--- src/rtl/pcmv_pkg.sv ---
// Shared constants, codes and pipeline structs of the sample voice mixer.
// No dependencies; every other file of the block imports this package.
`timescale 1ns / 1ps
`default_nettype none

package pcmv_pkg;

  localparam int unsigned SAMPLE_DEPTH = 4096;
  localparam int unsigned ADDR_W       = $clog2(SAMPLE_DEPTH);
  localparam int unsigned SAMPLE_W     = 16;
  localparam int unsigned MIX_W        = 24;
  localparam int unsigned POS_W        = 13;
  localparam int unsigned SEEK_W       = 21;
  localparam int unsigned GAIN_W       = 16;
  localparam int unsigned PAN_W        = 17;
  localparam int unsigned CFG_W        = 17;
  localparam int unsigned FRAC_W       = 15;
  localparam int unsigned PROD_W       = SAMPLE_W + GAIN_W + 1;
  localparam int unsigned SCALE_W      = PROD_W - FRAC_W;

  localparam logic [GAIN_W-1:0] UNITY = GAIN_W'(1 << FRAC_W);
  localparam logic [POS_W-1:0]  DEPTH_CNT = POS_W'(SAMPLE_DEPTH);

  typedef enum logic [1:0] {
    OP_LOAD = 2'd0,
    OP_MIX  = 2'd1,
    OP_SEEK = 2'd2,
    OP_NOP  = 2'd3
  } op_e;

  typedef enum logic [1:0] {
    CFG_COUNT  = 2'd0,
    CFG_STEREO = 2'd1,
    CFG_TRIM   = 2'd2,
    CFG_PAN    = 2'd3
  } cfg_idx_e;

  // count is already clamped to the store depth
  typedef struct packed {
    logic [POS_W-1:0]        count;
    logic                    stereo;
    logic [GAIN_W-1:0]       trim;
    logic signed [PAN_W-1:0] pan;
  } cfg_t;

  // per-item control and pass-through payload, carried down the pipe
  typedef struct packed {
    logic                    active;
    logic                    stereo;
    logic signed [MIX_W-1:0] mix_l;
    logic signed [MIX_W-1:0] mix_r;
    logic [POS_W-1:0]        pos;
    logic                    done;
  } item_t;

  typedef struct packed {
    logic s2;
    logic s3;
    logic so;
  } pipe_en_t;

endpackage

`default_nettype wire

--- src/rtl/pcmv_cfg_regs.sv ---
// Configuration registers of the sample voice mixer.
// Depends on pcmv_pkg for register indexes and the cfg_t struct.
`timescale 1ns / 1ps
`default_nettype none

module pcmv_cfg_regs (
  input  logic                        clk_i,
  input  logic                        rst_ni,
  input  logic                        wr_i,
  input  logic [1:0]                  index_i,
  input  logic [pcmv_pkg::CFG_W-1:0]  data_i,
  output pcmv_pkg::cfg_t              cfg_o
);
  import pcmv_pkg::*;

  logic [POS_W-1:0]        count_q;
  logic                    stereo_q;
  logic [GAIN_W-1:0]       trim_q;
  logic signed [PAN_W-1:0] pan_q;

  always_ff @(posedge clk_i or negedge rst_ni) begin
    if (!rst_ni) begin
      count_q  <= '0;
      stereo_q <= 1'b1;
      trim_q   <= UNITY;
      pan_q    <= '0;
    end else if (wr_i) begin
      case (cfg_idx_e'(index_i))
        CFG_COUNT:  count_q  <= data_i[POS_W-1:0];
        CFG_STEREO: stereo_q <= data_i[0];
        CFG_TRIM:   trim_q   <= data_i[GAIN_W-1:0];
        CFG_PAN:    pan_q    <= data_i[PAN_W-1:0];
        default:    ;
      endcase
    end
  end

  always_comb begin
    cfg_o.count  = (count_q > DEPTH_CNT) ? DEPTH_CNT : count_q;
    cfg_o.stereo = stereo_q;
    cfg_o.trim   = trim_q;
    cfg_o.pan    = pan_q;
  end

endmodule

`default_nettype wire

--- config.mk ---
export PLATFORM = sky130hd
export DESIGN_NAME = pcmv_cfg_regs
export DESIGN_NICKNAME = d
export VERILOG_FILES = /design/src/rtl/pcmv_pkg.sv /design/src/rtl/pcmv_cfg_regs.sv
export SDC_FILE = /design/constraint.sdc
export NUM_CORES = 1
export LEC_CHECK = 0
export BUFFER_PORTS_ARGS = -buffer_cell sky130_fd_sc_hd__buf_2
export CAP_MARGIN = 20
export CORE_ASPECT_RATIO = 1.25
export CORE_MARGIN = 5
export CORE_UTILIZATION = 45
export CTS_BUF_LIST = sky130_fd_sc_hd__clkbuf_4 sky130_fd_sc_hd__clkbuf_8
export DETAILED_ROUTE_END_ITERATION = 6
export MAX_ROUTING_LAYER = met4
export PLACE_DENSITY = 0.74
export SLEW_MARGIN = 20
export SYNTH_ARGS = -nofsm -noshare
export SYNTH_HDL_FRONTEND = slang
export SYNTH_SLANG_ARGS = --single-unit
--- constraint.sdc ---
create_clock -name clk_i -period 3.08 [get_ports clk_i]
set_clock_uncertainty 0.2 [all_clocks]
set_input_delay 0.616 -clock clk_i [delete_from_list [all_inputs] [get_ports clk_i]]
set_output_delay 0.616 -clock clk_i [all_outputs]
set_load 0.05 [all_outputs]
-- Yosys cells after proc, flatten, opt, wreduce, memory -nomap -nowiden
Index checks and enable logic that the tools add are counted.
- order comparisons: 1
- equality and inequality tests: 3
- mux-type cells: 1
- reductions and logical operators: 5
- operators with widths (kind ; count):
    13-bit greater-than comparator (second input constant) ; 1
    13-bit 2-to-1 mux ; 1
    2-bit AND reduction ; 4
    2-bit == test (second input constant) ; 2
    2-bit by 1-bit == test with 1-bit output (second input constant) ; 1
    2-bit logical NOT ; 1
- bits in registers: 47
- bits of input ports: 22
- output and inout bits: 47
- word-level logic and storage cells: 14

-- Depth between registers and ports, before layout
- depth after elaboration: 2
- gate-level depth with buffers: 3

-- Worst setup path after synthesis
Ideal clock, no wire load.
- path kind: reg2out
- from: reg count_q[12]
- to: out cfg_o[36] in the netlist's numbering
- data arrival time: 1305 ps
- setup slack: 959 ps
- stages on the path, launching flop included: 3
- buffers on the path: 1
- path through: dfrtp_1 -> clkbuf_1 -> nor2b_1
- RTL lines (what ; line ; source):
    start: declaration ; pcmv_cfg_regs.sv:16 ; logic [POS_W-1:0] count_q;
    start signal: assignment ; pcmv_cfg_regs.sv:29 ; CFG_COUNT: count_q <= data_i[POS_W-1:0];
    end: declaration ; pcmv_cfg_regs.sv:12 ; output pcmv_pkg::cfg_t cfg_o

==> summary.md <==
For this design the top-level I/O count stands at 69. The slew at the pin with the worst max-slew slack was 681 ps. After the first detailed-routing iteration, the DRC count stood at 70. The synthesized area per cell is 16.4 um2. Setup repair after global routing left no endpoint under its margin.

After technology mapping, the gate count stands at 116. Data on the critical path is required at its endpoint by 2260 ps. The cell-internal power was 0.00127 W.

Adding up every negative setup slack in the final design gives 0 ps. Once placement finished, the instance area stood at 2260 um2. Net switching is 38.9% of the power. In this run the tightest slew margin relative to its limit is 54.5%. The run gives 0 as the quantity of hold-fixing buffers added after cts. The run gives 0.629 as the placer congestion estimate. Global routing consumed, over all layers together, 16.0% of the routing resources. The number of antenna diodes in the final layout is 0. The worst setup path is of the reg -> out kind.

The logs give 668 um2 for the area of combinational cells with multiple inputs and 1900 um2 for the synthesized area. Count of cell types in the netlist: 12. The worst setup path is launched from a flip-flop. The number of inserted filler cells in the final layout was 355; the total power divided by cell area was 866 nW/um2. The run gives 47 as the clock sink total. The insertion delay of the later-clocked pin in the worst-skew pair was 290 ps; the overall die height was 82.6 um.

The die covers 5620 um2. The logs give 0 for the remaining design rule violation count and 0 for the count of yosys warnings during synthesis. CTS built an H-tree with a depth of 2. The tools report the number of max-slew violations in the final report as 0.

The time the worst path needs with I/O delays and setup came out at 2190 ps. Of the synthesized area, sequential elements account for 62.1%. Synthesis produced a netlist with a net count of 138.

Global routing finished with a remaining overflow of 0. In this run the post-CTS setup repair buffer count came out at 0. The number of antenna violations at the first check in global routing is 0. Final standard cell area without fillers: 2400 um2. The die is 68.1 um wide. Summed over all nets, the switching power comes to 0.000808 W. After clock tree synthesis, the clock-pin slew on the worst setup and hold paths is 80 ps. The run gives 48 as the pin count of the biggest net entering global routing.

CTS placed an instance of clkbuf_8 at the clock tree root. In this run, synthesis produced a sequential element count of 47. In this run, the combinational gates consume 35.7% of the power.

Of the total power, the clock network draws 25.7%. The worst path uses 71.2% of the clock period. Dividing the detail-routed wire length by the instance count gives 16.4 um.

In this run the worst path has a maximum fanout of 14. The remaining antenna violation count after routing was 0; the number of nets in the layout was 207. Number of global-route vias before repair: 1271. Sequential cells burn 38.7% of the power. TritonCTS built the clock tree.

The tools report the max-capacitance violation count as 0. Wires add up to 3.98 mm. Cells with a size suffix above 1 make up 68.8% of the layout. The worst-case clock buffer depth is 2, and the critical path arrival is 1380 ps. After clock tree synthesis, the repair step resized 0 gates. The count of buffers added on input and output ports is 68. The synthesis-to-layout area growth is 26.2%. The placeable core area is 4100 um2.

Maximum resistive drop on vdd: 525 uV. The tools report the wire length of the first global-routing pass as 6.16 mm. The worst hold path belongs to the class in -> async. The run gives 0 as the final hold violation count. The tools report the initial core utilization as 46.3%. Summed over all cells, the static leakage comes to 1.15 nW. Dividing the detail-routed via count by the number of cells gives 4.87. The via count of the routed design came out at 1179. The worst setup path is captured at an output port.

Setup violations remaining at the end of the flow were counted as 0. For the peak clock frequency supported by timing, the log shows 456 MHz. The logs give 5 for the number of buffers created by CTS and 4 for the total iterations of the first detailed-routing run. The tools report the area occupied by registers as 1180 um2. The flow ran to the end, and the final reports show no timing, DRC or antenna violations. In this run the core area contains 26 standard-cell rows.
## cells by family (layout without fill, tap and decap cells)
family | Yosys count | count (layout) | synth area share [%]
DFF | 47 | 47 | 62.1
buffers and inverters | 6 | 76 | 2.70
and+or+nand+nor | 16 | 16 | 7.32
muxes | 47 | 47 | 27.9
## cell usage after synthesis
cell type	n	area, um2
dfrtp_1	45	1130
nand3b_1	1	7.51
nor3b_4	1	18.8
nor2b_1	12	75.1
nand3_4	1	17.5
clkbuf_1	2	7.51
dfstp_2	2	52.6
buf_4	1	7.51
mux2_2	47	529
buf_6	2	22.5
clkbuf_8	1	13.8
nand3b_4	1	20.0
## metrics by stage
stage          hold WS (ps)  worst slack [ps]  util, %  power, W  std cells
2_1_floorplan           120               959        -   0.00138        116
3_3_place_gp            282               969     55.1   0.00154        234
3_5_place_dp            288               945     55.1   0.00156        234
4_1_cts                 308               897     58.4   0.00210        242
5_1_grt                 144               817     58.5   0.00216        242
6_report                114               888     58.5   0.00207        242
## registers in the layout, summed over array words and instances, names as in the netlist
signal,cells
stereo_q,1
count_q,13
trim_q,16
pan_q,17
## per-layer routing
layer	global-route usage, %	part of all wire (%)	wire, um	vias up
met5	-	0	0	-
met4	9.54	2.1	85	0
met3	5.41	7.4	294	4
met2	25.8	53	2110	43
met1	16.6	38	1490	593
li1	-	-	-	539
## layout make-up
class,instances,area share (%)
sequential,47,49.2
multi-input combinational,63,27.9
timing repair buffer,68,14.3
clock buffer,6,3.19
tap,56,2.92
clock inverter,2,2.51
## final timing paths
path                            slack, ps           to  cells past startpoint   startpoint
min in group clk_i                    300    trim_q[4]                      1    trim_q[4]
worst max-delay path                  890    cfg_o[45]                      2  count_q[12]
worst min-delay path                  110   trim_q[11]                      1       rst_ni
worst max register to register       1860  count_q[12]                      1  count_q[12]
worst min register to register        300    trim_q[4]                      1    trim_q[4]
max in group asynchronous            2160     pan_q[7]                      1       rst_ni
## placed cells by master, fill, tap and decap left out, types with 2 or more instances in the layout
cell / count
clkbuf_8: 5
mux2_2: 47
nor2b_1: 12
bufinv_16: 2
dfrtp_1: 45
dfstp_2: 2
buf_2: 67
## power by group through the flow
stage | Combinational, W | Clock, W | Sequential, W
floorplan | 0.000282 | 0 | 0.00109
global placement | 0.000738 | 0 | 0.000805
detailed placement | 0.000747 | 0 | 0.000815
CTS | 0.000748 | 0.000546 | 0.000802
global route | 0.000775 | 0.000571 | 0.000816
finish | 0.000740 | 0.000532 | 0.000802
## critical path: stages, from the launching register on
cell and delay, ps:
dfrtp_1 570, nor2b_1 220, buf_2 280
(Power assumes the default switching activity.)
