### src/rtl/pcmv_pkg.sv
// Shared constants, codes and pipeline structs of the sample voice mixer.
// No dependencies; every other file of the block imports this package.
`timescale 1ns / 1ps
`default_nettype none

package pcmv_pkg;

  localparam int unsigned SAMPLE_DEPTH = 4096;
  localparam int unsigned ADDR_W       = $clog2(SAMPLE_DEPTH);
  localparam int unsigned SAMPLE_W     = 16;
  localparam int unsigned MIX_W        = 24;
  localparam int unsigned POS_W        = 13;
  localparam int unsigned SEEK_W       = 21;
  localparam int unsigned GAIN_W       = 16;
  localparam int unsigned PAN_W        = 17;
  localparam int unsigned CFG_W        = 17;
  localparam int unsigned FRAC_W       = 15;
  localparam int unsigned PROD_W       = SAMPLE_W + GAIN_W + 1;
  localparam int unsigned SCALE_W      = PROD_W - FRAC_W;

  localparam logic [GAIN_W-1:0] UNITY = GAIN_W'(1 << FRAC_W);
  localparam logic [POS_W-1:0]  DEPTH_CNT = POS_W'(SAMPLE_DEPTH);

  typedef enum logic [1:0] {
    OP_LOAD = 2'd0,
    OP_MIX  = 2'd1,
    OP_SEEK = 2'd2,
    OP_NOP  = 2'd3
  } op_e;

  typedef enum logic [1:0] {
    CFG_COUNT  = 2'd0,
    CFG_STEREO = 2'd1,
    CFG_TRIM   = 2'd2,
    CFG_PAN    = 2'd3
  } cfg_idx_e;

  // count is already clamped to the store depth
  typedef struct packed {
    logic [POS_W-1:0]        count;
    logic                    stereo;
    logic [GAIN_W-1:0]       trim;
    logic signed [PAN_W-1:0] pan;
  } cfg_t;

  // per-item control and pass-through payload, carried down the pipe
  typedef struct packed {
    logic                    active;
    logic                    stereo;
    logic signed [MIX_W-1:0] mix_l;
    logic signed [MIX_W-1:0] mix_r;
    logic [POS_W-1:0]        pos;
    logic                    done;
  } item_t;

  typedef struct packed {
    logic s2;
    logic s3;
    logic so;
  } pipe_en_t;

endpackage

`default_nettype wire

### src/rtl/pcmv_mix.sv
// Third and output stages: sample times gain, then round, add and saturate.
// Depends on pcmv_pkg; holds the result registers seen on the output ports.
`timescale 1ns / 1ps
`default_nettype none

module pcmv_mix (
  input  logic                              clk_i,
  input  pcmv_pkg::pipe_en_t                en_i,
  input  pcmv_pkg::item_t                   item_i,
  input  logic signed [pcmv_pkg::SAMPLE_W-1:0] sample_i,
  input  logic [pcmv_pkg::GAIN_W-1:0]       gain_l_i,
  input  logic [pcmv_pkg::GAIN_W-1:0]       gain_r_i,
  output logic signed [pcmv_pkg::MIX_W-1:0] out_left_o,
  output logic signed [pcmv_pkg::MIX_W-1:0] out_right_o,
  output logic [pcmv_pkg::POS_W-1:0]        playhead_o,
  output logic                              finished_o
);
  import pcmv_pkg::*;

  localparam logic signed [PROD_W-1:0] HALF = PROD_W'(1 << (FRAC_W - 1));

  item_t                    item_q;
  logic signed [PROD_W-1:0] prod_l_q, prod_r_q;

  logic signed [PROD_W-1:0]  rnd_l, rnd_r;
  logic signed [SCALE_W-1:0] sc_l, sc_r;
  logic signed [MIX_W-1:0]   sat_l, sat_r;
  logic signed [MIX_W-1:0]   left_d, right_d;

  logic signed [MIX_W-1:0] out_left_q, out_right_q;
  logic [POS_W-1:0]        playhead_q;
  logic                    finished_q;

  function automatic logic signed [MIX_W-1:0] sat_add(
    input logic signed [MIX_W-1:0]   mix,
    input logic signed [SCALE_W-1:0] sc
  );
    logic signed [MIX_W:0] sum;
    sum = {mix[MIX_W-1], mix} + {{(MIX_W + 1 - SCALE_W){sc[SCALE_W-1]}}, sc};
    if (sum[MIX_W] != sum[MIX_W-1])
      sat_add = sum[MIX_W] ? {1'b1, {(MIX_W-1){1'b0}}} : {1'b0, {(MIX_W-1){1'b1}}};
    else
      sat_add = sum[MIX_W-1:0];
  endfunction

  always_ff @(posedge clk_i) begin
    if (en_i.s3) begin
      item_q   <= item_i;
      prod_l_q <= PROD_W'(sample_i) * PROD_W'(signed'({1'b0, gain_l_i}));
      prod_r_q <= PROD_W'(sample_i) * PROD_W'(signed'({1'b0, gain_r_i}));
    end
  end

  // arithmetic shift after the half bias rounds half toward plus infinity
  assign rnd_l = prod_l_q + HALF;
  assign rnd_r = prod_r_q + HALF;
  assign sc_l  = rnd_l[PROD_W-1:FRAC_W];
  assign sc_r  = rnd_r[PROD_W-1:FRAC_W];
  assign sat_l = sat_add(item_q.mix_l, sc_l);
  assign sat_r = sat_add(item_q.mix_r, sc_r);

  assign left_d  = item_q.active ? sat_l : item_q.mix_l;
  assign right_d = (item_q.active && item_q.stereo) ? sat_r : item_q.mix_r;

  always_ff @(posedge clk_i) begin
    if (en_i.so) begin
      out_left_q  <= left_d;
      out_right_q <= right_d;
      playhead_q  <= item_q.pos;
      finished_q  <= item_q.done;
    end
  end

  assign out_left_o  = out_left_q;
  assign out_right_o = out_right_q;
  assign playhead_o  = playhead_q;
  assign finished_o  = finished_q;

endmodule

`default_nettype wire

### config.mk
export PLATFORM = sky130hd
export DESIGN_NAME = pcmv_mix
export DESIGN_NICKNAME = d
export VERILOG_FILES = /design/src/rtl/pcmv_pkg.sv /design/src/rtl/pcmv_mix.sv
export SDC_FILE = /design/constraint.sdc
export NUM_CORES = 1
export LEC_CHECK = 0
export CORE_UTILIZATION = 50
export CTS_CLUSTER_DIAMETER = 50
export DETAILED_ROUTE_END_ITERATION = 10
export DONT_BUFFER_PORTS = 1
export PLACE_DENSITY = 0.68
export SYNTH_ARGS = -nofsm -noshare
export SYNTH_HDL_FRONTEND = slang
export SYNTH_SLANG_ARGS = --single-unit
### constraint.sdc
create_clock -name clk_i -period 6.2 [get_ports clk_i]
set_input_delay 0.62 -clock clk_i [delete_from_list [all_inputs] [get_ports clk_i]]
set_output_delay 0.62 -clock clk_i [all_outputs]
set_load 0.03 [all_outputs]
# Word level (Yosys, flattened, before mapping)
# Cells that the tools add are included.
[op_classes] add_sub_neg=4 mul=2 n_eq_ne=2 mux=6 reduce_logical=1
[ops] operator="$mux 24" n=6
[ops] operator="$add 33x16->33 const B" n=2
[ops] operator="$mul 16x17->33" n=2
[ops] operator="$add 24x18->25" n=2
[ops] operator="$ne 1x1->1" n=2
[ops] operator="$logic_and 1x1->1" n=1
[word_totals] ff_bits=192 inputBits=116

# Logic depth before layout (Yosys ltp)
[logic_depth] word_depth=5 ltp_mapped=22 depth_no_buf=21

# Least setup slack after synthesis
# No wires, ideal clock.
[synth_path] kind="input -> register" from="input port sample_i[1] in the netlist's numbering" to="register prod_r_q[31], data pin" setup_time_ns=0.264 arrival_ns=5.797 required_time_ns=5.936 setup_slack_ns=0.139 path_stages=20 cell_sequence="clkbuf_1 -> nand2_1 -> fa_1 -> fa_1 -> fa_1 -> inv_1 -> fa_1 -> fa_1 -> inv_1 -> fa_1 -> inv_1 -> ha_1 -> o21a_1 -> o21a_1 -> a41o_1 -> a41o_1 -> a21oi_4 -> nor4_1 -> a2111oi_2 -> xnor2_1"
[synth_between] elab_chain_len=1
[synth_rtl] element="from (decl)" line="pcmv_mix.sv:10" text="input logic signed [pcmv_pkg::SAMPLE_W-1:0] sample_i,"
[synth_rtl] element="$mul 16x17->33" line="pcmv_mix.sv:50" text="prod_r_q <= PROD_W'(sample_i) * PROD_W'(signed'({1'b0, gain_r_i}));"
[synth_rtl] element="to (signal assigned)" line="pcmv_mix.sv:50"
[synth_rtl] element="to (decl)" line="pcmv_mix.sv:23" text="logic signed [PROD_W-1:0] prod_l_q, prod_r_q;"
# Every way passes these cells.
# A chain may end at the register's enable or synchronous reset.

# Worst setup path in the final report
[layout_path] from="input port gain_l_i[7] in the netlist's numbering" to="register prod_l_q[26], data pin"
[layout_between] elab_chain_len=1
[layout_rtl] element="from (decl)" line="pcmv_mix.sv:11" text="input logic [pcmv_pkg::GAIN_W-1:0] gain_l_i,"
[layout_rtl] element="$mul 16x17->33" line="pcmv_mix.sv:49" text="prod_l_q <= PROD_W'(sample_i) * PROD_W'(signed'({1'b0, gain_l_i}));"
[layout_rtl] element="to (signal assigned)" line="pcmv_mix.sv:49"
[layout_rtl] element="to (decl)" line="pcmv_mix.sv:23"
# Every way passes these cells.

==> flow_summary.yaml <==
clock_tree:
  cts_setup_buffers: 0
  clock_path_buffers: 2
  cts_sinks: 164
  worst_skew_pair.late_latency_ps: 450
  clk_pin_slew_ps: 70
  cts_max_level: 4
  root_buffer: "clkbuf_16"
  cts_tree: "done"
  cts-buffers-inserted: 17
  post_cts_resize_count: 0
  postCtsHoldBufs: 0
yosys:
  syn_area_per_cell_um2: 9.52
  synth.mux.area_fraction_pct: 0.123
  synth_ff_type: "edfxtp_1"
  synthesis.area_um2: 25400
  ys_seq_area_share_pct: 19.4
  syn_nets: 3460
  synth-edff-count: 164
  synthAdderAreaFrac_pct: 44.8
  netlist_instances: 2668
  synth-compound-area-share_pct: 7.91
  synth_seq_cells: 164
  synth-simple-area-share_pct: 15.3
  synth_warnings: 0
  async_flop_share_pct: 0
  synth_top_family_by_area: "adder cells"
  yosysUniqueCellTypes: 65
  synth-xor-area-share_pct: 3.41
power:
  seq_power_share_pct: 15.6
  max-vdd-ir-drop_v: 0.000630
  clock_power_share_pct: 7.2
  pwr-share-comb_pct: 77.2
  leakagePower_nw: 12.8
  total_power_mw: 14.9
  power.internal_mw: 7.58
  powerDensity_nw_per_um2: 561
  p_sw_mw: 7.33
  switching_share_pct: 49.2
timing:
  fin_crit_ps: 5780
  rsz0062_at_grt: "no"
  slew-limit-headroom_pct: 27.2
  worstMarginPinSlew_ps: 1090
  slew_violations: 0
  clock_skew_ps: 14.8
  finalWorstSetupSlack_ps: 418
  finalSetupViolCount: 0
  finalHoldViolations: 0
  fin_crit_sh_pct: 93.3
  fmax_ghz: 0.173
  setup_tns_ps: 0
die:
  io_pins: 178
  start_util_pct: 50.6
  rows: 82
  die_y_um: 227
  dieArea_um2: 51700
  die_w_um: 227
  core_um2: 50200
route:
  drtIter0Drc: 926
  m1WireLength_mm: 25.7
  drc: 0
  drtAntennaViolNets: 0
  drt-total-wl_mm: 61.5
  highest_layer: "met4"
  met2_wirelength_mm: 29.4
  met3_wirelength_mm: 5.02
  routedWlPerCell_um: 18.7
  via_count: 18000
  vias_per_cell: 5.49
  drt_pre_antenna_iters: 5
placement:
  portBuffers: 0
  gp_congestion: 0.873
  place_ws_ps: -213
  place_inst: 3255
  hpwl_mm: 46.4
critical_path:
  critical-path-max-stage-delay_ps: 550
  path_buf_inv: 5
  cp_data_arrival_time_ps: 5970
  worst_setup_path_end_kind: "flip-flop"
  path_delay_family: "adder cells"
  worst-path-max-fanout: 16
  crit_chain: "and2_1 -> fa_1 -> inv_1 -> fa_1 -> fa_1 -> fa_1 -> inv_1 -> fa_1 -> inv_1 -> fa_1 -> inv_1 -> ha_1 -> nand4_1 -> a211oi_1 -> a221oi_1 -> buf_4 -> a211oi_2 -> o21ai_0 -> a21oi_1 -> mux2i_1 -> nand2_1"
  crit_required_ps: 6390
  path_common_cell: "fa_1"
  path_class: "in -> reg"
  cp_slowest_cell: "fa_1"
  worst_setup_path_start_kind: "primary input"
global_route:
  grt_max_degree: 103
  grt.overflow.total: 0
  grt_usage_pct: 25.0
  grt_pass1_vias: 19700
  antenna_found_initial: 1
  grt_pass1_wl_mm: 101
layout:
  mostFrequentLayoutCells: "514 x inv_1, 388 x fa_1, 320 x nand2_1"
  nNetsFinal: 3394
  fin_cells: 3288
  final_common_cell: "inv_1"
  layout-drive-gt1-share_pct: 2.29
  syn2layout_area_growth_pct: 4.68
worst_hold_path:
  hold_class: "in -> reg"
run:
  maxCapViolCount: 0
status:
  status: "finished, final reports clean"
## power by group through the flow
stage                     Sequential, mW  Clock (mW)  Combinational (mW)
after floorplan                     2.28           0                8.56
after global placement              2.33           0                11.2
after detailed placement            2.34           0                11.5
after CTS                           2.32        1.09                11.6
after global routing                2.35        1.14                13.2
final                               2.32        1.07                11.5
## synth_stat cells (3+ instances only)
library cell	n	area share (%)
nor2b_1	5	0.12
nor2_1	114	1.7
inv_1	514	7.6
buf_2	4	0.079
a221o_1	4	0.16
or3_1	5	0.12
o21a_1	11	0.32
a2111oi_0	4	0.14
xnor2_1	69	2.4
a211oi_1	15	0.44
o211ai_1	10	0.30
o21bai_1	12	0.35
nor3_1	18	0.35
nand3_1	41	0.81
o21ai_0	57	1.1
ha_1	288	14
a221oi_1	3	0.10
xor2_1	30	1.0
nand2b_1	24	0.59
fa_1	388	31
nand2_1	320	4.7
a211o_1	4	0.14
nand4_1	11	0.27
clkbuf_1	91	1.3
a31oi_1	9	0.22
edfxtp_1	164	19
o221ai_1	5	0.17
and2_1	236	5.8
o22ai_1	22	0.54
o31ai_1	5	0.15
o21ai_1	10	0.20
a21oi_1	85	1.7
a21o_1	29	0.86
and3_1	18	0.44
## metrics by stage
stage	hold WS, ps	utilization (%)	area [um2]
after floorplan	400	-	25400
after global placement	401	51.8	26000
after detailed placement	414	51.8	26000
after CTS	242	53.0	26600
after global routing	236	53.0	26600
final	261	53.0	26600
## path summary, 6_finish.rpt
kind / from / endpoint / slack [ps] / cells past startpoint
worst min register to register: item_q[3] / playhead_o[2] / 430 / 0
worst max register to register: prod_l_q[14] / out_left_o[14] / 1540 / 15
worst max-delay path: gain_l_i[7] / prod_l_q[26] / 420 / 21
worst min-delay path: item_i[24] / item_q[24] / 260 / 0
## area by class of cell
type / instances / area [um2]
Fill cell: 4543 / 23600
Multi-Input combinational cell: 1890 / 18200
Sequential cell: 164 / 4920
Inverter: 514 / 1930
Tap cell: 672 / 841
Clock buffer: 17 / 425
Clock inverter: 15 / 188
Timing Repair Buffer: 15 / 125
Antenna cell: 1 / 2.50
## state kept, by name (all words and copies together) (netlist names)
register	flops
out_left_o	24
finished_o	1
out_right_o	24
prod_l_q	19
item_q	64
playhead_o	13
prod_r_q	19
## logic make-up after synthesis
group,after synthesis
adders and majority gates,676
AOI/OAI and AO/OA,310
xor gates and xnor gates,99
buffers and inverters,614
and+or+nand+nor,802
DFF,164
muxes,3
## worst reg2reg max path, delay by kind of cell (launching register included)
kind / cells / cell delay (ps)
xor gates and xnor gates: 1 / 150
buffers and inverters: 1 / 170
DFF: 1 / 400
adders and majority gates: 2 / 590
AOI/OAI and AO/OA: 3 / 930
and+or+nand+nor: 8 / 2210
## per-layer routing
layer / up-vias / track usage (%)
met5: - / 0
met4: 0 / 7.47
met3: 93 / 5.77
met2: 632 / 42.2
met1: 8975 / 31.9
li1: 8342 / -
Power figures use the tool's default switching activity.
