### src/rtl/pcmv_pkg.sv
// Shared constants, codes and pipeline structs of the sample voice mixer.
// No dependencies; every other file of the block imports this package.
`timescale 1ns / 1ps
`default_nettype none

package pcmv_pkg;

  localparam int unsigned SAMPLE_DEPTH = 4096;
  localparam int unsigned ADDR_W       = $clog2(SAMPLE_DEPTH);
  localparam int unsigned SAMPLE_W     = 16;
  localparam int unsigned MIX_W        = 24;
  localparam int unsigned POS_W        = 13;
  localparam int unsigned SEEK_W       = 21;
  localparam int unsigned GAIN_W       = 16;
  localparam int unsigned PAN_W        = 17;
  localparam int unsigned CFG_W        = 17;
  localparam int unsigned FRAC_W       = 15;
  localparam int unsigned PROD_W       = SAMPLE_W + GAIN_W + 1;
  localparam int unsigned SCALE_W      = PROD_W - FRAC_W;

  localparam logic [GAIN_W-1:0] UNITY = GAIN_W'(1 << FRAC_W);
  localparam logic [POS_W-1:0]  DEPTH_CNT = POS_W'(SAMPLE_DEPTH);

  typedef enum logic [1:0] {
    OP_LOAD = 2'd0,
    OP_MIX  = 2'd1,
    OP_SEEK = 2'd2,
    OP_NOP  = 2'd3
  } op_e;

  typedef enum logic [1:0] {
    CFG_COUNT  = 2'd0,
    CFG_STEREO = 2'd1,
    CFG_TRIM   = 2'd2,
    CFG_PAN    = 2'd3
  } cfg_idx_e;

  // count is already clamped to the store depth
  typedef struct packed {
    logic [POS_W-1:0]        count;
    logic                    stereo;
    logic [GAIN_W-1:0]       trim;
    logic signed [PAN_W-1:0] pan;
  } cfg_t;

  // per-item control and pass-through payload, carried down the pipe
  typedef struct packed {
    logic                    active;
    logic                    stereo;
    logic signed [MIX_W-1:0] mix_l;
    logic signed [MIX_W-1:0] mix_r;
    logic [POS_W-1:0]        pos;
    logic                    done;
  } item_t;

  typedef struct packed {
    logic s2;
    logic s3;
    logic so;
  } pipe_en_t;

endpackage

`default_nettype wire

### src/rtl/pcmv_gain.sv
// Second stage: channel gains from base gain times trim, rounded Q1.15.
// Depends on pcmv_pkg.
`timescale 1ns / 1ps
`default_nettype none

module pcmv_gain (
  input  logic                              clk_i,
  input  logic                              en_i,
  input  pcmv_pkg::item_t                   item_i,
  input  logic signed [pcmv_pkg::SAMPLE_W-1:0] sample_i,
  input  logic [pcmv_pkg::GAIN_W-1:0]       base_l_i,
  input  logic [pcmv_pkg::GAIN_W-1:0]       base_r_i,
  input  logic [pcmv_pkg::GAIN_W-1:0]       trim_i,
  output pcmv_pkg::item_t                   item_o,
  output logic signed [pcmv_pkg::SAMPLE_W-1:0] sample_o,
  output logic [pcmv_pkg::GAIN_W-1:0]       gain_l_o,
  output logic [pcmv_pkg::GAIN_W-1:0]       gain_r_o
);
  import pcmv_pkg::*;

  localparam logic [2*GAIN_W-1:0] HALF = (2*GAIN_W)'(1 << (FRAC_W - 1));

  logic [2*GAIN_W-1:0] prod_l, prod_r;
  logic [GAIN_W-1:0]   gl, gr;

  item_t               item_q;
  logic signed [SAMPLE_W-1:0] sample_q;
  logic [GAIN_W-1:0]   gl_q, gr_q;

  // g * trim stays below 2^31, so the rounded sum cannot overflow
  assign prod_l = (2*GAIN_W)'(base_l_i) * (2*GAIN_W)'(trim_i) + HALF;
  assign prod_r = (2*GAIN_W)'(base_r_i) * (2*GAIN_W)'(trim_i) + HALF;

  always_comb begin
    if (item_i.stereo) begin
      gl = prod_l[FRAC_W +: GAIN_W];
      gr = prod_r[FRAC_W +: GAIN_W];
    end else begin
      gl = trim_i;
      gr = '0;
    end
  end

  always_ff @(posedge clk_i) begin
    if (en_i) begin
      item_q   <= item_i;
      sample_q <= sample_i;
      gl_q     <= gl;
      gr_q     <= gr;
    end
  end

  assign item_o   = item_q;
  assign sample_o = sample_q;
  assign gain_l_o = gl_q;
  assign gain_r_o = gr_q;

endmodule

`default_nettype wire

### config.mk
export PLATFORM = sky130hd
export DESIGN_NAME = pcmv_gain
export DESIGN_NICKNAME = d
export VERILOG_FILES = /design/src/rtl/pcmv_pkg.sv /design/src/rtl/pcmv_gain.sv
export SDC_FILE = /design/constraint.sdc
export NUM_CORES = 1
export LEC_CHECK = 0
export ABC_CLOCK_PERIOD_IN_PS = 12300
export BUFFER_PORTS_ARGS = -buffer_cell sky130_fd_sc_hd__buf_4
export CORE_MARGIN = 3
export CORE_UTILIZATION = 60
export CTS_CLUSTER_SIZE = 24
export DETAILED_ROUTE_END_ITERATION = 10
export PLACE_DENSITY = 0.84
export SLEW_MARGIN = 20
export SYNTH_ARGS = -nofsm -noshare
export SYNTH_HDL_FRONTEND = slang
export SYNTH_SLANG_ARGS = --single-unit
### constraint.sdc
create_clock -name clk_i -period 12.3 [get_ports clk_i]
set_clock_uncertainty 0.2 [all_clocks]
set_input_delay 3.69 -clock clk_i [delete_from_list [all_inputs] [get_ports clk_i]]
set_output_delay 3.69 -clock clk_i [all_outputs]
set_load 0.01 [all_outputs]
After elaboration in Yosys (flattened, before gate mapping)
Cells that the tools add are included.
{"block": "totals", "reg_bits": 112, "output_inout_bits": 112, "word_cells": 14}
{"block": "classes", "mux": 1, "multipliers": 2, "addsub": 2}
{"cell": "adder 31 x 15 -> 31 bit, second input constant", "n": 2}
{"cell": "multiplier 16 x 16 -> 31 bit", "n": 2}
{"cell": "two-way mux 16 bit", "n": 1}

Logic depth before layout (Yosys ltp)
Gate-level depths: netlist (run 1).
{"block": "logic_depth", "word_depth": 3, "depth_mapped": 22}

Worst setup path before layout (run 1)
No wires, ideal clock.
{"block": "synth_path", "path_kind": "input-to-reg", "from": "in trim_i[8] (netlist name)", "to": "reg gl_q[14], in the netlist gain_l_o[14] (data pin)", "path_slack_ns": 3.000, "cell_stages": 21, "setup_time_ns": 0.260, "t_arrival_ns": 8.840, "path_cell_list": "clkbuf_1 nand2_1 fa_1 inv_1 fa_1 inv_1 fa_1 inv_1 fa_1 fa_1 inv_1 fa_1 inv_1 ha_1 and3_1 nand2_1 or4_1 o21ai_1 a211oi_1 xnor2_1 mux2_2"}
{"block": "synth_via", "elab_chain_len": 3}
{"element": "start, declared", "line_no": "pcmv_gain.sv:13", "text": "input logic [pcmv_pkg::GAIN_W-1:0] trim_i,"}
{"element": "multiplier 16 x 16 -> 31 bit", "line_no": "pcmv_gain.sv:31", "text": "assign prod_l = (2*GAIN_W)'(base_l_i) * (2*GAIN_W)'(trim_i) + HALF;"}
{"element": "adder 31 x 15 -> 31 bit", "line_no": "pcmv_gain.sv:31"}
{"element": "two-way mux 16 bit", "line_no": "pcmv_gain.sv:35", "text": "if (item_i.stereo) begin"}
{"element": "via gl[14]", "line_no": "pcmv_gain.sv:24", "text": "logic [GAIN_W-1:0] gl, gr;"}
{"element": "end signal, assigned", "line_no": "pcmv_gain.sv:48", "text": "gl_q <= gl;"}
{"element": "end, declared", "line_no": "pcmv_gain.sv:28", "text": "logic [GAIN_W-1:0] gl_q, gr_q;"}
The timed path passes the listed nets, and every way through them passes these cells.
A chain may end at the register's enable or synchronous reset.

Worst setup path in the final report (run 1)
Ends and elaborated chain as after synthesis.

==> results of run 1 <==
==> through the flow <==
| step | util, % | instance area [sq um] | cells |
|---|---|---|---|
| after floorplan | - | 20800 | 2155 |
| after global placement | 67.3 | 22800 | 2748 |
| after detailed placement | 67.3 | 22800 | 2748 |
| after CTS | 68.2 | 23100 | 2764 |
| after global routing | 68.2 | 23100 | 2764 |
| final | 68.2 | 23100 | 2764 |
==> cell type report <==
cell class / instances / share of cell area [%]
clock buffers: 9 / 0.975
clock inverters: 7 / 0.406
inverters: 490 / 7.96
multi-input cells: 1456 / 65.8
flip-flops and latches: 112 / 14.6
well taps: 448 / 2.43
repair buffers: 242 / 7.87
==> synth_stat cells, types with 16 or more instances <==
library cell    n
ha_1          214
nand2_1       278
clkbuf_1       90
fa_1          386
a21oi_1        49
o21ai_0        33
edfxtp_1      112
and2_1        265
xnor2_1        26
inv_1         490
nor2_1         38
nand4_1        16
==> routing by layer <==
metal  vias to the layer above  part of all wire, %  track usage (%)
met5                         -                    0                0
met4                         0                  3.7             11.5
met3                       170                  9.5             5.33
met2                       825                   50             49.7
met1                      7956                   37             36.9
li1                       6890                    -                -
==> registers in the layout, summed over array words and instances (netlist names) <==
signal and flops:
gain_l_o 16, gain_r_o 16, sample_o 16, item_o 64
==> kinds of logic (layout without fill, tap and decap cells) <==
| logic type | count (synthesis) | in the layout |
|---|---|---|
| flip-flops | 112 | 112 |
| XOR/XNOR | 32 | 32 |
| AND/OR/NAND/NOR | 651 | 651 |
| multiplexers | 13 | 13 |
| AO/OA/AOI/OAI | 160 | 160 |
| buffers and inverters | 587 | 748 |
| adder cells (fa/ha/maj) | 600 | 600 |
==> final timing paths <==
path  cells past startpoint        from            to  slack [ns]
min                       1  item_i[21]    item_o[21]        3.28
max                      21   trim_i[8]  gain_l_o[14]        2.65
==> results.md, run 1 <==
- The kind of end point of the critical path is a flop.
- The area taken by flip-flops and latches is between 3000 and 4000 sq um.
- The root cell of the clock tree is clkbuf_16.
- The total number of clock tree sinks is about 110.
- The minimum setup slack after placement is 2.33 ns.
- The relative slew slack is 31.8%.
- The main flop type after synthesis is edfxtp_1.
- For this run, the detailed router's first-pass iteration total came to 6.
- The number of clock buffers added by TritonCTS is 9.
- In this run the tool buffered the top-level ports with 241 buffer cells.
- The transition time at the pin with the least slew margin is 1.02 ns.
- The total nets after synthesis is 2885.
- For this block, the routed nets add up to between 50000 and 60000 microns of wire.
- Global routing finished with a remaining overflow of 0.
- The largest family of logic cells by synthesized area is adder cells.
- The number of global-route vias before repair is 17500.
- The clock tree from TritonCTS is built.
- The count of filler cells inserted in the layout is ~2600.
- The die covers 36900 sq um.
- Post-CTS repair changed the size of 0 cells.
- Data on the critical path is required at its endpoint by 12.25 ns.
- The count of yosys warnings during synthesis is 0.
- After synthesis, the cell types taking the most area are fa_1 (37%), edfxtp_1 (16%), ha_1 (13%).
- Leaving out fill and tap cells, the most frequent cells in the layout are inv_1 (490), fa_1 (386), nand2_1 (278), and2_1 (265), buf_4 (242).
- The count of inserted antenna diode cells is 0.
- The fraction of the mapped netlist area in compound gates is 5.16%.
- The minimum setup slack in the final design is 2.65 ns.
- The adder-cell share of the synthesized area is around half.
- The average instance in the mapped netlist occupies 9.65 sq um.
- The cell type with the highest occurrence count on the critical path is fa_1.
- Traced cell by cell, the critical path runs through buf_4 -> nand2_1 -> fa_1 -> inv_1 -> fa_1 -> inv_1 -> fa_1 -> inv_1 -> fa_1 -> fa_1 -> inv_1 -> fa_1 -> inv_1 -> ha_1 -> and3_1 -> nand2_1 -> or4_1 -> o21ai_1 -> a211oi_1 -> xnor2_1 -> mux2_2.
- The simple-gate portion of the synthesized area is 15.9%.
- The longest individual stage delay on the worst path is between 0.5 and 0.6 ns.
- The number of antenna violations at the first check in global routing is 2.
- In the synthesized netlist the async set-or-reset flop fraction comes to 0%.
- Setup repair after global routing left no endpoint under its margin.
- The number of design-rule violations left by the first detailed-router iteration is 1198.
- The area share of the largest cell type after synthesis is 37.2%.
- For this design, the CTS-stage hold fixing added 0 buffers.
- The H-tree was split into 3 levels.
- Grouping stages by cell kind, the critical path spends the most delay in adder cells.
- The chip height is 192 microns.
- The multiplexer area fraction after synthesis is less than 1%.
- The number of nets in the finished design is around 3000.
- The fraction of final layout cells with drive strength greater than 1 is 12.2%.
- The wire length of the first global-routing pass is 84900 microns.
- After technology mapping, the gate count stands at approximately 2200.
- The highest clock frequency the design can meet is 104 MHz.
- Global routing consumed, over all layers together, 29.1% of the routing resources.
- The horizontal die dimension is 192 microns.
- Of all cell types, the one taking the most synthesized area is fa_1.
- The worst endpoint data arrival time is 9.60 ns.
- The post-synthesis sequential area ratio is 16.2%.
- Setup violations remaining at the end of the flow were counted as 0.
- For this configuration, the core starts out at a cell density of 61.4%.
- The number of buffers and inverters on the critical path is 6.
- The synthesized cell area is 20800 sq um.
- The final critical delay including setup and external delays is 9.65 ns.
- On the critical path, the stage with the largest delay is an instance of fa_1.
- The buffer count from post-CTS setup fixing is 0.
- The accumulated negative setup slack is 0 ns.
- The number of enable flip-flop cells after synthesis is 112.
- The count of final max-slew check failures is 0.
- After Yosys synthesis, XOR and XNOR cells account for 1.35% of the synthesized area.
- The flow ran to the end, and the final reports show no timing, DRC or antenna violations.
- The total vias in the final route is around 16000.
- The top-level I/O count is 242.
- The half-perimeter wire length after placement is 40100 microns.
- The CTS clock-pin slew for the worst setup and hold paths is 0.10 ns.
- The tool flagged a number of max-cap violations equal to 0.
- The final weighted congestion in routability-driven placement is roughly 0.96.
- In this run the standard cell core region covers 33900 sq um.
- Dividing the final minimum period by the clock period gives 78.5%.
- The min-delay analysis places its worst path in the category in -> reg.
- The most common cell after layout, fill and taps aside is inv_1.
- Entering global routing, the biggest net connects 80 pins.
- The detailed-route vias per instance is 5.73.
- The worst slack on hold paths is 3.28 ns.
- The detail route stage leaves a number of antenna-violating nets equal to 0.
- The number of DRC violations after detailed routing is 0.
- The number of placement rows is 67.
- In this run, synthesis produced a sequential element count of 112.
- Of all nets on the critical path, the largest fanout is 33.
- The count of different cell masters after synthesis is 68.
- The area growth from synthesis to layout is 11.1%.
- The count of final hold-check violations came to 0.
- The detailed-route wire length per cell is approximately 19 microns.
- The critical path startpoint category is an input pin.
- The multi-input combinational cells in the finished layout cover a total of 15200 sq um.
- The classification of the worst setup path is in -> reg.
- The maximum count of clock buffers along a single path is 2.
Power of run 1 is not shown: default switching activity piles up to over one toggle a cycle in this logic, so the estimate is an artifact.
==> inputs of run 2 (changes only) <==
ABC_AREA = 1   (was unset)
ABC_CLOCK_PERIOD_IN_PS = 7700   (was 12300)
CORE_UTILIZATION = 56   (was 60)
PLACE_DENSITY = 0.82   (was 0.84)
clock period = 7.7 ns   (was 12.3 ns; I/O delays follow)
==> run 2 against run 1 <==
Net effect: synthesized cell count up 30%; worst hold slack worse by 1.4 ns; largest cell class unchanged; synthesized area up 6.1%; final cell count up 29%; via count up 16%; sequential cell count unchanged.
==> results.md, run 2 <==
- The gate count after technology mapping is 2805 (+30%).
- The horizontal die dimension came to 204 microns (+6.4%).
- The minimum setup slack in the final design is 0.222 ns (-2.42 ns).
- The number of placement rows came to 72 (+7.5%).
- The number of antenna violations at the first check in global routing was 0 (-2).
- The wire length of the first global-routing pass is 94300 microns (+11%).
- The number of levels the H-tree was split into is 3 (unchanged).
- The total of buffers placed on input and output ports is 241 (unchanged).
- The kind of end point of the critical path is a flop.
- The area share of the largest cell type after synthesis was 35.0% (-2.1 points).
- The maximum fanout count along the critical path was 18 (-45%).
- The number of enable flip-flop cells after synthesis was 112 (unchanged).
- The accumulated negative setup slack was 0 ns (unchanged).
- The top-level I/O count is 242 (unchanged).
- The wire length on met1 came to 22400 microns (+17%).
- The fraction of final layout cells with drive strength greater than 1 is 12.5% (+0.33 points).
- The count of yosys warnings during synthesis is 0 (unchanged).
- The overall die area is 41800 sq um (+13%).
- The synthesized cell area is 22100 sq um (+6.1%).
- The number of DRC violations after detailed routing is 0 (unchanged).
- The total vias in the final route is 18300 (+16%).
- The placeable core region is 38700 sq um (+14%).
- Timing would allow up to 134 MHz.
- The number of design-rule violations left by the first detailed-router iteration is 1251 (+4.4%).
- The count of filler cells inserted in the layout is 3225 (+23%).
- The worst hold path belongs to the class in -> reg.
- Ranked by instance count, the synthesized netlist is headed by inv_1 (858), nand2_1 (779), fa_1 (386), ha_1 (214), clkbuf_1 (119).
- The worst endpoint data arrival time was 7.41 ns (-2.19 ns).
- Clock tree synthesis selected as its root buffer the cell clkbuf_16.
- Sorting the synthesized cells by area gives the leading types as fa_1 (35%), edfxtp_1 (15%), inv_1 (15%).
- The proportion of register bits with asynchronous set or reset after synthesis is 0% (unchanged).
- The fraction of the mapped netlist area in compound gates came to 2.98% (-2.2 points).
- The detailed-route wire length per cell is 15.9 microns (-15%).
- The starting utilization of the core area is 56.9% (-4.5 points).
- The count of final setup violators is 0 (unchanged).
- The transition time at the pin with the least slew margin came to 0.899 ns (-0.124 ns).
- The flip-flop count of the largest register, all copies and words added is 64 (unchanged).
- The chip height is 204 microns (+6.4%).
- The worst path uses 97.1% of the clock period.
- The count of max-cap constraint violations came to 0 (unchanged).
- The total track usage is 28.2% (-0.94 points).
- The minimum setup slack after placement was -0.245 ns (-2.58 ns).
- The count of state elements after synthesis is 112 (unchanged).
- The post-synthesis sequential area ratio was 15.3% (-0.93 points).
- The post-detailed-route count of antenna-violating nets is 0 (unchanged).
- The critical path startpoint category is an input pin.
- The relative slew slack came to 39.7% (+7.9 points).
- The count of final hold-check violations came to 0 (unchanged).
- The longest individual stage delay on the worst path was 0.53 ns (-0.03 ns).
- The sum of overflow across all layers after global routing was 0 (unchanged).
- After synthesis, the largest family of logic cells by area is adder cells.
- The average footprint of a synthesized cell is 7.86 sq um (-19%).
- Compared with the post-synthesis result, the final layout area differs by 14.3%.
- The total number of clock tree sinks is 112 (unchanged).
- The flow ran to the end, and the final reports show no timing, DRC or antenna violations.
- The pin count of the biggest net entering global routing is 60 (-25%).
- The adder-cell share of the synthesized area came to 47.2% (-2.9 points).
- Subtracting the final worst setup slack from the clock period gives approximately 7.5 ns.
- The total wirelength of the detailed-routed design was 56700 microns (+9.1%).
- The half-perimeter wire length after placement is 47700 microns (+19%).
- The parity-gate share of the synthesized area counting xor and xnor cells was 0.437% (-0.91 points).
- The routed length on met3 is 5450 microns (+11%).
- The number of global-route vias before repair came to 19600 (+12%).
- The maximum count of clock buffers along a single path is 2 (unchanged).
- The multiplexer area fraction after synthesis is 0% (-0.69 points).
- The most common cell in the synthesized netlist is inv_1.
- The worst slack on hold paths is 1.90 ns (-1.38 ns).
- The clock tree from TritonCTS is built.
- The most common cell after layout, fill and taps aside is inv_1.
- The amount of wire on met2 after detailed routing is 27000 microns (+4.4%).
- The count of different cell masters after synthesis is 31 (-54%).
- The critical path in this run is classified as in -> reg.
- Setup repair after global routing could not meet its margin everywhere.
- The number of nets in the finished design was 3770 (+24%).
- The critical path goes through buf_4 -> buf_4 -> nand2_1 -> inv_1 -> fa_1 -> inv_1 -> fa_1 -> fa_1 -> inv_1 -> fa_1 -> fa_1 -> inv_1 -> fa_1 -> inv_1 -> ha_1 -> nand2_1 -> nor2_1 -> inv_1 -> nor2_1 -> nand2_1 -> a21oi_1 -> nor2_1 -> o21ai_1 -> nor2_1.
- The quantity of hold-fixing buffers added after cts is 0 (unchanged).
- The count of final max-slew check failures was 0 (unchanged).
- The total nets after synthesis is 3535 (+23%).
- The area taken by flip-flops and latches came to 3360 sq um (unchanged).
- In the layout the commonest cells are inv_1 (858), nand2_1 (779), fa_1 (386), buf_4 (346), ha_1 (214).
- The footprint of the multi-input gates is 15000 sq um (-1.3%).
- The first-pass iteration count of the detailed router was 8 (+2).
- The CTS clock-pin slew for the worst setup and hold paths is 0.09 ns (about the same).
- The count of inserted antenna diode cells was 0 (unchanged).
- For this run, the leading register cell type out of synthesis is edfxtp_1.
- The top layer reached by signal wires is met4.
- The required arrival time at the worst endpoint was 7.63 ns (-4.62 ns).
- The biggest area contributor in the post-synthesis netlist is fa_1.
- The cell with the largest stage delay on the worst path is fa_1.
- The final weighted congestion in routability-driven placement is 0.963 (+0.61%).
- The detailed-route vias per instance is 5.14 (-10%).
- The total CTS buffers is 9 (unchanged).
- The simple-gate portion of the synthesized area is 17.3% (+1.5 points).
-- run 2: cell count changes after synthesis, sizes merged, moves of 11 or more --
| cell | delta |
|---|---|
| nand2 | +508 |
| inv | +368 |
| and2 | -265 |
| nor2 | +60 |
| nand3 | +41 |
| clkbuf | +29 |
| a21oi | +22 |
| xnor2 | -22 |
| nor3 | +12 |
| mux2 | -11 |
-- run 2: area by class of cell --
class / instances / area share, %
multi-input cells: 1707 / 59.6
flip-flops and latches: 112 / 13.3
inverters: 859 / 12.8
repair buffers: 351 / 10.6
well taps: 518 / 2.57
clock buffers: 9 / 0.894
clock inverters: 7 / 0.278
-- run 2: cell families after synthesis --
family | count (synthesis)
fa+ha+maj | 600
simple gates | 973
compound gates | 123
flops | 112
buf+inv | 986
xor+xnor | 11
-- run 2: stage by stage --
step | instance area, sq um | instances | utilization (%)
floorplan | 22100 | 2805 | -
global placement | 24900 | 3547 | 64.2
detailed placement | 24900 | 3547 | 64.2
CTS | 25200 | 3563 | 64.9
global route | 25200 | 3563 | 65.1
finish | 25200 | 3563 | 65.1
-- run 2: metal layers --
metal | up-vias | track usage [%]
met4 | 0 | 9.41
met1 | 8818 | 36.9
met2 | 872 | 47.4
met3 | 136 | 5.43
met5 | - | 0
li1 | 8480 | -
-- run 2: final timing paths --
check                      from          end  depth (start not counted)
worst max-delay path  trim_i[6]  gain_r_o[8]                         24
worst min-delay path  item_i[9]    item_o[9]                          1
-- run 2: what timing repair did --
item / in CTS / in global routing
endpoints found under the setup margin: 0 / 6
gates resized for setup: 0 / 10
endpoints found under the hold margin: 0 / 0
buffers inserted: 0 / 0
-- run 2: critical path: cells and delay by family --
family	cells	cell delay (ns)
adder cells (fa/ha/maj)	7	3.19
AND/OR/NAND/NOR	7	0.76
AO/OA/AOI/OAI	2	0.31
buffers and inverters	8	0.83
Power of run 2 is left out for the same reason.
